===== src/design/b64sp_pkg.sv =====
// ----------------------------------------------------------------------------
// b64sp_pkg
// Types, character codes and symbol lookup for the space-padded base64
// encoder.
// ----------------------------------------------------------------------------
package b64sp_pkg;

    localparam int CHAR_W    = 7;
    localparam int MAX_CHARS = 5;
    localparam int CNT_W     = 3;

    localparam logic [CHAR_W-1:0] CH_TERM  = 7'h2d;  // '-'
    localparam logic [CHAR_W-1:0] CH_PAD   = 7'h20;  // ' '
    localparam logic [CHAR_W-1:0] CH_PLUS  = 7'h2b;  // '+'
    localparam logic [CHAR_W-1:0] CH_SLASH = 7'h2f;  // '/'
    localparam logic [CHAR_W-1:0] CH_UA    = 7'h41;  // 'A'
    localparam logic [CHAR_W-1:0] CH_LA    = 7'h61;  // 'a'
    localparam logic [CHAR_W-1:0] CH_D0    = 7'h30;  // '0'

    typedef logic [1:0] t_phase;

    localparam t_phase PH_EMPTY = 2'd0;
    localparam t_phase PH_ONE   = 2'd1;
    localparam t_phase PH_TWO   = 2'd2;

    typedef struct packed {
        logic [CNT_W-1:0]                  count;
        logic                              term;
        logic [MAX_CHARS-1:0][CHAR_W-1:0]  chars;
    } t_job;

    function automatic logic [CHAR_W-1:0] sym_of(input logic [5:0] v);
        logic [CHAR_W-1:0] r;
        if (v < 6'd26) begin
            r = CH_UA + {1'b0, v};
        end else if (v < 6'd52) begin
            r = CH_LA + {1'b0, v - 6'd26};
        end else if (v < 6'd62) begin
            r = CH_D0 + {1'b0, v - 6'd52};
        end else if (v == 6'd62) begin
            r = CH_PLUS;
        end else begin
            r = CH_SLASH;
        end
        return r;
    endfunction

endpackage


===== src/design/b64sp_in_reg.sv =====
// ----------------------------------------------------------------------------
// b64sp_in_reg
// Input register: captures one byte request and holds it until the group
// stage consumes it.
// ----------------------------------------------------------------------------
module b64sp_in_reg
    import b64sp_pkg::*;
(
    input  logic       i_clk,
    input  logic       i_rst_n,
    input  logic       i_valid,
    output logic       o_ready,
    input  logic [7:0] i_byte,
    input  logic       i_last,
    input  logic       i_empty,
    input  logic       i_advance,
    output logic       o_valid,
    output logic [7:0] o_byte,
    output logic       o_last,
    output logic       o_empty
);

    logic       r_valid;
    logic [7:0] r_byte;
    logic       r_last;
    logic       r_empty;

    assign o_ready = !r_valid || i_advance;

    always_ff @(posedge i_clk) begin
        if (!i_rst_n) begin
            r_valid <= 1'b0;
        end else if (o_ready) begin
            r_valid <= i_valid;
        end
    end

    always_ff @(posedge i_clk) begin
        if (i_valid && o_ready) begin
            r_byte  <= i_byte;
            r_last  <= i_last;
            r_empty <= i_empty;
        end
    end

    assign o_valid = r_valid;
    assign o_byte  = r_byte;
    assign o_last  = r_last;
    assign o_empty = r_empty;

endmodule


===== src/design/b64sp_group.sv =====
// ----------------------------------------------------------------------------
// b64sp_group
// Group assembler: keeps the bytes of the current 3-byte group and forms the
// characters of a completed or closed group.
// ----------------------------------------------------------------------------
module b64sp_group
    import b64sp_pkg::*;
(
    input  logic       i_clk,
    input  logic       i_rst_n,
    input  logic       i_valid,
    input  logic [7:0] i_byte,
    input  logic       i_last,
    input  logic       i_empty,
    input  logic       i_buf_free,
    output logic       o_advance,
    output t_job       o_job
);

    t_phase     r_phase, n_phase;
    logic [7:0] r_first, n_first;
    logic [7:0] r_second, n_second;

    logic [7:0] a, b, c;
    logic [1:0] nbytes;
    t_job       job;

    always_comb begin
        a        = 8'd0;
        b        = 8'd0;
        c        = 8'd0;
        nbytes   = 2'd1;
        job      = '0;
        n_phase  = PH_EMPTY;
        n_first  = 8'd0;
        n_second = 8'd0;
        if (i_empty) begin
            job.count    = CNT_W'(1);
            job.term     = 1'b1;
            job.chars[0] = CH_TERM;
        end else if (r_phase == PH_ONE) begin
            a      = r_first;
            b      = i_byte;
            nbytes = 2'd2;
            if (i_last) begin
                job.count = CNT_W'(MAX_CHARS);
                job.term  = 1'b1;
            end else begin
                n_phase  = PH_TWO;
                n_first  = r_first;
                n_second = i_byte;
            end
        end else if (r_phase == PH_TWO) begin
            a         = r_first;
            b         = r_second;
            c         = i_byte;
            nbytes    = 2'd3;
            job.term  = i_last;
            job.count = i_last ? CNT_W'(MAX_CHARS) : CNT_W'(MAX_CHARS - 1);
        end else begin
            a = i_byte;
            if (i_last) begin
                job.count = CNT_W'(MAX_CHARS);
                job.term  = 1'b1;
            end else begin
                n_phase = PH_ONE;
                n_first = i_byte;
            end
        end
        if (!i_empty) begin
            job.chars[0] = sym_of(a[7:2]);
            job.chars[1] = sym_of({a[1:0], b[7:4]});
            job.chars[2] = (nbytes > 2'd1) ? sym_of({b[3:0], c[7:6]}) : CH_PAD;
            job.chars[3] = (nbytes > 2'd2) ? sym_of(c[5:0]) : CH_PAD;
            job.chars[4] = CH_TERM;
        end
    end

    assign o_advance = i_valid && ((job.count == '0) || i_buf_free);
    assign o_job     = job;

    always_ff @(posedge i_clk) begin
        if (!i_rst_n) begin
            r_phase  <= PH_EMPTY;
            r_first  <= 8'd0;
            r_second <= 8'd0;
        end else if (o_advance) begin
            r_phase  <= n_phase;
            r_first  <= n_first;
            r_second <= n_second;
        end
    end

endmodule


===== src/design/b64sp_char_buf.sv =====
// ----------------------------------------------------------------------------
// b64sp_char_buf
// Result buffer: holds the characters of one group and shifts them out one
// per output request.
// ----------------------------------------------------------------------------
module b64sp_char_buf
    import b64sp_pkg::*;
(
    input  logic              i_clk,
    input  logic              i_rst_n,
    input  logic              i_load,
    input  t_job              i_job,
    output logic              o_free,
    output logic              o_valid,
    input  logic              i_ready,
    output logic [CHAR_W-1:0] o_char,
    output logic              o_last
);

    logic [MAX_CHARS-1:0][CHAR_W-1:0] r_chars;
    logic [CNT_W-1:0]                 r_cnt;
    logic                             r_term;
    logic                             take;

    assign o_valid = (r_cnt != '0);
    assign take    = o_valid && i_ready;
    assign o_free  = (r_cnt == '0) || ((r_cnt == CNT_W'(1)) && i_ready);
    assign o_char  = r_chars[0];
    assign o_last  = r_term && (r_cnt == CNT_W'(1));

    always_ff @(posedge i_clk) begin
        if (!i_rst_n) begin
            r_cnt <= '0;
        end else if (i_load) begin
            r_cnt <= i_job.count;
        end else if (take) begin
            r_cnt <= r_cnt - CNT_W'(1);
        end
    end

    always_ff @(posedge i_clk) begin
        if (i_load) begin
            r_chars <= i_job.chars;
            r_term  <= i_job.term;
        end else if (take) begin
            r_chars <= {CH_PAD, r_chars[MAX_CHARS-1:1]};
        end
    end

endmodule


===== src/design/base64_space_pad_encoder_unit.sv =====
// ----------------------------------------------------------------------------
// base64_space_pad_encoder_unit
// Base64 encoder, standard alphabet, space padding and '-' terminator.
// ----------------------------------------------------------------------------
//  channel  | direction | tdata               | tlast     | tuser
//  s_axis   | in        | [7:0] data_byte     | last_byte | empty_message
//  m_axis   | out       | [6:0] out_char, [7] 0 | last_char | -
//
// A byte that only fills the group is taken without loading the character
// buffer; one that closes a group loads four or five characters (five when
// it ends the message), so the one-character result channel sets the
// sustained rate. A request passes the input register and the character
// buffer. Reset clears the group phase, held bytes and both valid flags.
// A stalled output holds the buffer and, once it is full, the input register.
// ----------------------------------------------------------------------------
module base64_space_pad_encoder_unit
    import b64sp_pkg::*;
(
    input  logic       i_clk,
    input  logic       i_rst_n,
    input  logic       s_axis_tvalid,
    output logic       s_axis_tready,
    input  logic [7:0] s_axis_tdata,   // [7:0] data_byte
    input  logic       s_axis_tlast,
    input  logic       s_axis_tuser,   // [0] empty_message
    output logic       m_axis_tvalid,
    input  logic       m_axis_tready,
    output logic [7:0] m_axis_tdata,   // [6:0] out_char, [7] zero
    output logic       m_axis_tlast
);

    logic              in_valid;
    logic [7:0]        in_byte;
    logic              in_last;
    logic              in_empty;
    logic              advance;
    logic              buf_free;
    t_job              job;
    logic [CHAR_W-1:0] out_char;

    b64sp_in_reg u_in_reg (
        .i_clk     (i_clk),
        .i_rst_n   (i_rst_n),
        .i_valid   (s_axis_tvalid),
        .o_ready   (s_axis_tready),
        .i_byte    (s_axis_tdata),
        .i_last    (s_axis_tlast),
        .i_empty   (s_axis_tuser),
        .i_advance (advance),
        .o_valid   (in_valid),
        .o_byte    (in_byte),
        .o_last    (in_last),
        .o_empty   (in_empty)
    );

    b64sp_group u_group (
        .i_clk      (i_clk),
        .i_rst_n    (i_rst_n),
        .i_valid    (in_valid),
        .i_byte     (in_byte),
        .i_last     (in_last),
        .i_empty    (in_empty),
        .i_buf_free (buf_free),
        .o_advance  (advance),
        .o_job      (job)
    );

    b64sp_char_buf u_char_buf (
        .i_clk   (i_clk),
        .i_rst_n (i_rst_n),
        .i_load  (advance && (job.count != '0)),
        .i_job   (job),
        .o_free  (buf_free),
        .o_valid (m_axis_tvalid),
        .i_ready (m_axis_tready),
        .o_char  (out_char),
        .o_last  (m_axis_tlast)
    );

    assign m_axis_tdata = {1'b0, out_char};

endmodule


===== config.mk =====
export PLATFORM = sky130hd
export DESIGN_NAME = base64_space_pad_encoder_unit
export DESIGN_NICKNAME = d
export VERILOG_FILES = /design/src/design/b64sp_pkg.sv /design/src/design/b64sp_in_reg.sv /design/src/design/b64sp_group.sv /design/src/design/b64sp_char_buf.sv /design/src/design/base64_space_pad_encoder_unit.sv
export SDC_FILE = /design/constraint.sdc
export NUM_CORES = 1
export LEC_CHECK = 0
export ABC_AREA = 1
export BUFFER_PORTS_ARGS = -buffer_cell sky130_fd_sc_hd__buf_4
export CAP_MARGIN = 25
export CORE_UTILIZATION = 60
export CTS_CLUSTER_DIAMETER = 200
export DETAILED_ROUTE_END_ITERATION = 16
export HOLD_SLACK_MARGIN = 0.12
export PLACE_DENSITY = 0.8
export SYNTH_ARGS = -nofsm -noshare
export SYNTH_HDL_FRONTEND = slang
export SYNTH_HIERARCHICAL = 1
export SYNTH_SLANG_ARGS = --single-unit

===== constraint.sdc =====
create_clock -name i_clk -period 3.11 [get_ports i_clk]
set_input_delay 0.622 -clock i_clk [delete_from_list [all_inputs] [get_ports i_clk]]
set_output_delay 0.622 -clock i_clk [all_outputs]
set_load 0.05 [all_outputs]

# After elaboration in Yosys (flattened, before gate mapping)
# Index checks and enable logic that the tools add are counted.
[classes]
addsub = 21
order_cmp = 14
eq_ne = 8
n_mux = 52
n_reduce_logical = 16
[op_table]
columns = ["op", "count"]
rows = [
  ["2-to-1 mux 8 bit", 16],
  ["2-to-1 mux 7 bit", 14],
  ["2-to-1 mux 35 bit", 2],
  ["adder 7 x 6 -> 7 bit, first input constant", 8],
  ["< comparator 6 bit, second input constant", 8],
  ["2-to-1 mux 34 bit", 1],
  ["adder 6 x 6 -> 7 bit, first input constant", 4],
  ["== test 6 bit, second input constant", 4],
  ["< comparator 6 x 5 -> 1 bit, second input constant", 4],
  ["subtractor 6 x 5 -> 6 bit, second input constant", 4],
  ["subtractor 6 bit, second input constant", 4],
  ["2-to-1 mux 3 bit", 6],
  ["2-to-1 mux 4 bit", 4],
  ["2-to-1 mux 2 bit", 7],
  ["logical AND 1 bit", 6],
  ["logical NOT 3 bit", 2],
  ["nonzero test 3 bit", 2],
  ["== test 3 x 1 -> 1 bit, second input constant", 1],
  ["logical OR 1 bit", 3],
  ["!= test 3 bit, second input constant", 1],
  ["subtractor 3 x 1 -> 3 bit, second input constant", 1],
  ["== test 2 x 1 -> 1 bit, second input constant", 1],
  ["== test 2 bit, second input constant", 1],
  ["greater-than comparator 2 x 1 -> 1 bit, second input constant", 1],
  ["5 further kinds", 6],
]
[totals]
reg_bits = 68
in_bits = 14
out_inout_bits = 11
wordCells = 125

# Longest topological paths before layout
[logic_depth]
word_depth = 12
depth_mapped = 21
depth_no_buf = 20

# Cells and area by module
# Netlist, hierarchy kept.
[modules_own_cells]
columns = ["mod", "instances", "cells_per_inst", "area_each_um2", "seq_area_each_um2"]
rows = [
  ["b64sp_group", 1, 558, 3489.6, 360.3],
  ["b64sp_char_buf", 1, 183, 1798.0, 1141.1],
  ["b64sp_in_reg", 1, 17, 351.6, 320.3],
  ["base64_space_pad_encoder_unit", 1, 6, 27.5, 0.0],
]

# Worst setup path after synthesis
# Ideal clock, no wire load.
[synth_timing]
path_kind = "reg2reg"
from = "register u_group.r_phase[0]"
to = "register u_char_buf.r_chars (netlist bit u_char_buf/o_char[0]), enable pin"
setup_ns = 0.378
arrival_ns = 2.398
t_required_ns = 2.732
setup_slack_ns = 0.334
stages_incl_launch_ff = 14
n_path_buf = 2
period_less_slack_ns = 2.776
path_cell_list = "dfxtp_1 > inv_1 > ha_1 > inv_1 > o21ai_1 > o21bai_1 > nand2_1 > inv_2 > buf_4 > buf_2 > inv_1 > a21oi_1 > inv_2 > nand2_2"
[synth_between]
elab_chain_len = 9
elab_cells_between_ends = 11
cone_classes = "eq/ne (2); mux (3); reduce/logical (6)"
[synth_lines]
columns = ["item", "line_no", "rtl"]
rows = [
  ["start: declaration", "b64sp_group.sv:20", "t_phase r_phase, n_phase;"],
  ["start signal: assignment", "b64sp_group.sv:88", "r_phase <= n_phase;"],
  ["== test 2 bit", "b64sp_group.sv:53", "end else if (r_phase == PH_TWO) begin"],
  ["2-to-1 mux 4 bit", "b64sp_group.sv:53", ""],
  ["2-to-1 mux 4 bit *", "b64sp_group.sv:41", "end else if (r_phase == PH_ONE) begin"],
  ["2-to-1 mux 4 bit *", "b64sp_group.sv:37", "if (i_empty) begin"],
  ["logical NOT 3 bit *", "b64sp_group.sv:79", "assign o_advance = i_valid && ((job.count == '0) || i_buf_free);"],
  ["logical OR 1 bit *", "b64sp_group.sv:79", ""],
  ["logical AND 1 bit *", "b64sp_group.sv:79", ""],
  ["net advance", "base64_space_pad_encoder_unit.sv:36", "logic advance;"],
  ["logical AND 1 bit *", "base64_space_pad_encoder_unit.sv:71", ".i_load (advance && (job.count != '0)),"],
  ["nonzero test 2 bit (no source line) *", "--", ""],
  ["end signal: assignment", "b64sp_char_buf.sv:43", "r_chars <= i_job.chars;"],
  ["end signal: assignment", "b64sp_char_buf.sv:46", "r_chars <= {CH_PAD, r_chars[MAX_CHARS-1:1]};"],
  ["end: declaration", "b64sp_char_buf.sv:20", "logic [MAX_CHARS-1:0][CHAR_W-1:0] r_chars;"],
]
# The timed path passes the listed nets; every way through them passes the cells marked *.
# A chain may end at the register's enable or synchronous reset.

==> results.md <==
* Hold Startpoint: s_axis_tuser
* Hold path endpoint: u_in_reg/o_empty
* Post-Route WL at 13100 um
* Dominant synthesized flop cell: edfxtp_1
* Port bufs at 23
* Worst Hold Class: in -> reg
* # setup viols final at 0
* Asr flop ratio synth at 0%
* Endpoints failing hold at 0
* CTS Buf Count at 9
* Max cap viols at 0
* Vias in the first global route at 4786
* H-tree levels at 3
* Final hold slack at 0.453 ns
* Num Clock Sinks at 68
* Global-route wire length before repair at 21700 um
* Hold Buf Count CTS at 0
* Critical path fanouts, max at 17
* Share of post-route cells with drive strength above 1 at 16.3%
* Leakage at 2.90 nW
* Area leader, netlist: edfxtp_1
* Total power at 4.33 mW
* Avg Synthesized Cell Area at 7.42 um2
* Number of enable flip-flop cells after synthesis at 46
* Fin nets at 833
* Levels on crit path at 18
* Top post-synthesis cells by area: edfxtp_1 24%, nand2_1 15%, ha_1 8.8%, dfxtp_1 7.8%, inv_1 5.5%
* DR WL/cell at 14.6 um
* Clk buf depth at 2
* Gpl congestion at 0.922
* Crit path max-delay family: simple AND/OR/NAND/NOR gates
* Critical Path Most Common Cell: nand2_1
* Mapped cell area at 5670 um2
* Clk slew on worst S/H paths at 0.08 ns
* Die area at 9840 um2
* YS warnings at 6
* Setup Skew at 0.0124 ns
* VDD IR max at 0.393 mV
* RR Endpoint: u_char_buf/r_chars[13]
* Max stage delay on crit path at 0.33 ns
* RR Startpoint: u_group/r_phase[1]
* Worst path bufs/invs at 5
* Fin crit share at 92.4%
* Reg2reg path depth at 18
* Critical path class: reg -> reg
* RSZ-0062 raised after global routing: false
* Fmax at 0.348 GHz
* Synthesized flop and latch total at 68
* Seq/Total Area, Yosys at 32.1%
* Status: finished, final reports clean
* Die width at 99.2 um
* DRT Pass-1 Iters at 5
* Fin. max-slew vios at 0
* Antenna Violating Nets Remaining at 0
* Syn Inst Count at 764
* Crit path launch type: register
* Vias per cell at 5.58
* Initial Utilization at 61.6%
* Grt total ovfl at 0
* Synth cell types at 48
* GRT Overall Usage at 28.0%
* PwrDens at 711 nW/um2
* CP Data Arrival Time at 2.98 ns
* Synth top area share at 24.4%
* Synth-to-layout area growth at 7.51%
* R2r setup slk at 0.24 ns
* CTS tree: done
* Largest net degree at the start of global routing at 41
* Antenna Cells at 0
* Core box area at 9200 um2
* Placement Rows at 35
* Hold Path Stages at 1
* Root buf cell: clkbuf_8
* Slowest-stage cell, CP: dfxtp_1
* CP endpoint kind: register
* Initial DRC count at 283
* Die height at 99.2 um
* Tmin final at 2.87 ns
* CP Cell Sequence: inv_1, ha_1, buf_4, nor2_4, buf_4, nor2_4, nand2_2, inv_2, ha_1, inv_1, o21ai_1, nand2_1, nand2_2, o21ai_1, a21oi_1, nor2_1, nand2_1, nand2_1
* DP Wirelength at 9810 um
* Final TNS setup at 0 ns
* Worst-Skew Late Latency at 0.34 ns
* Worst path required time at 3.22 ns
* Vias at 4995
* I/O Pins at 25
* Remaining DRCs at 0
* Antenna violations before repair at 0
==> flip-flops by register name, summed over array words and instances, names as in the netlist, 2 cells and up <==
name and cells:
u_char_buf/o_char 7, u_char_buf/r_chars 28, u_char_buf/r_cnt 3, u_group/r_first 8
u_group/r_phase 2, u_group/r_second 8, u_in_reg/o_byte 8
==> metal layers <==
| layer | vias up | routed length (um) | share of wire [%] | GRT usage [%] |
|---|---|---|---|---|
| met2 | 132 | 6630 | 51 | 52.0 |
| li1 | 2491 | - | - | - |
| met5 | - | 0 | 0 | 0 |
| met4 | 0 | 529 | 4.0 | 12.9 |
| met1 | 2331 | 5400 | 41 | 31.5 |
| met3 | 41 | 525 | 4.0 | 4.36 |
==> placed cells by master (no fill, tap or decap), drive strengths merged <==
cell and instances:
xnor2 4, or3 1, clkbuf 10, nor2 75, ha 40, and3 1, or2 4, a211oi 14
clkinv 3, nand4 5, o211ai 1, xor2 17, a21oi 32, o21bai 2, bufinv 3, inv 99
conb 5, nand3 48, o31ai 5, nor3 11, buf 35, o22ai 1, a31oi 7, dfxtp 22
edfxtp 46, nand2 249, o21ai 41, o32ai 3
==> cells in the mapped netlist, types with 5 or more instances <==
master / number
xor2_1: 16
buf_4: 23
ha_1: 40
dfxtp_1: 22
o31ai_1: 5
nor3_1: 8
a21oi_1: 28
a31oi_1: 7
nand2_1: 226
inv_2: 14
a211oi_1: 14
o21ai_1: 14
buf_2: 5
edfxtp_1: 46
nor2_1: 62
o21ai_0: 22
nand4_1: 5
nand3_1: 42
nand2_2: 18
inv_1: 83
nor2_4: 8
==> through the flow <==
stage               util, %  instances  area [um2]  setup slack (ns)
global route           66.2        895        6090           0.00137
global placement       63.4        879        5830             0.165
CTS                    66.1        895        6070           0.00753
floorplan                 -        767        5680             0.334
finish                 66.2        895        6090             0.235
detailed placement     63.4        879        5830            0.0233
==> power by group <==
group          total, mW  switching [mW]  leakage [nW]  internal (mW)
combinational       1.94            1.33          2.16          0.612
clock              0.885           0.350         0.120          0.534
sequential          1.51           0.115         0.623           1.39
total               4.33            1.80          2.90           2.54
==> final cells by class <==
type                    instances  area, um2
clock buffers                  10        128
clock inverters                 6        113
fillers                       797       3100
inverters                      99        377
multi-input cells             566       3240
flip-flops and latches         68       1820
well taps                     111        139
repair buffers                 35        275
==> logic make-up (layout without fill, tap and decap cells) <==
kind of cell / count (synthesis) / after routing / synth area share [%]
AND/OR/NAND/NOR: 394 / 394 / 32.5
buffers and inverters: 133 / 150 / 11.3
AO/OA/AOI/OAI: 106 / 106 / 11.6
flip-flops: 68 / 68 / 32.1
adder cells (fa/ha/maj): 40 / 40 / 8.83
XOR/XNOR: 21 / 21 / 3.58
other: 2 / 5 / 0.133
==> timing repair <==
item	4_1_cts	5_1_grt
buffers inserted	0	0
gates resized for setup	0	6
endpoints found under the setup margin	0	9
hold endpoints to repair	0	0
==> how the worst max path moves through the flow <==
stage,start,slack (ns),endpoint
finish,u_group/r_phase[1],0.24,u_char_buf/r_chars[13]
global route,u_group/r_phase[1],0.001,u_char_buf/r_chars[20]
CTS,u_group/r_phase[1],0.008,u_char_buf/r_chars[23]
detailed placement,u_group/r_phase[1],0.02,u_char_buf/r_chars[23]
global placement,u_group/r_phase[1],0.16,u_char_buf/r_chars[26]
floorplan,u_group/r_phase[0],0.33,u_char_buf/o_char[0]
No activity file was read; power rests on OpenSTA's default activity.
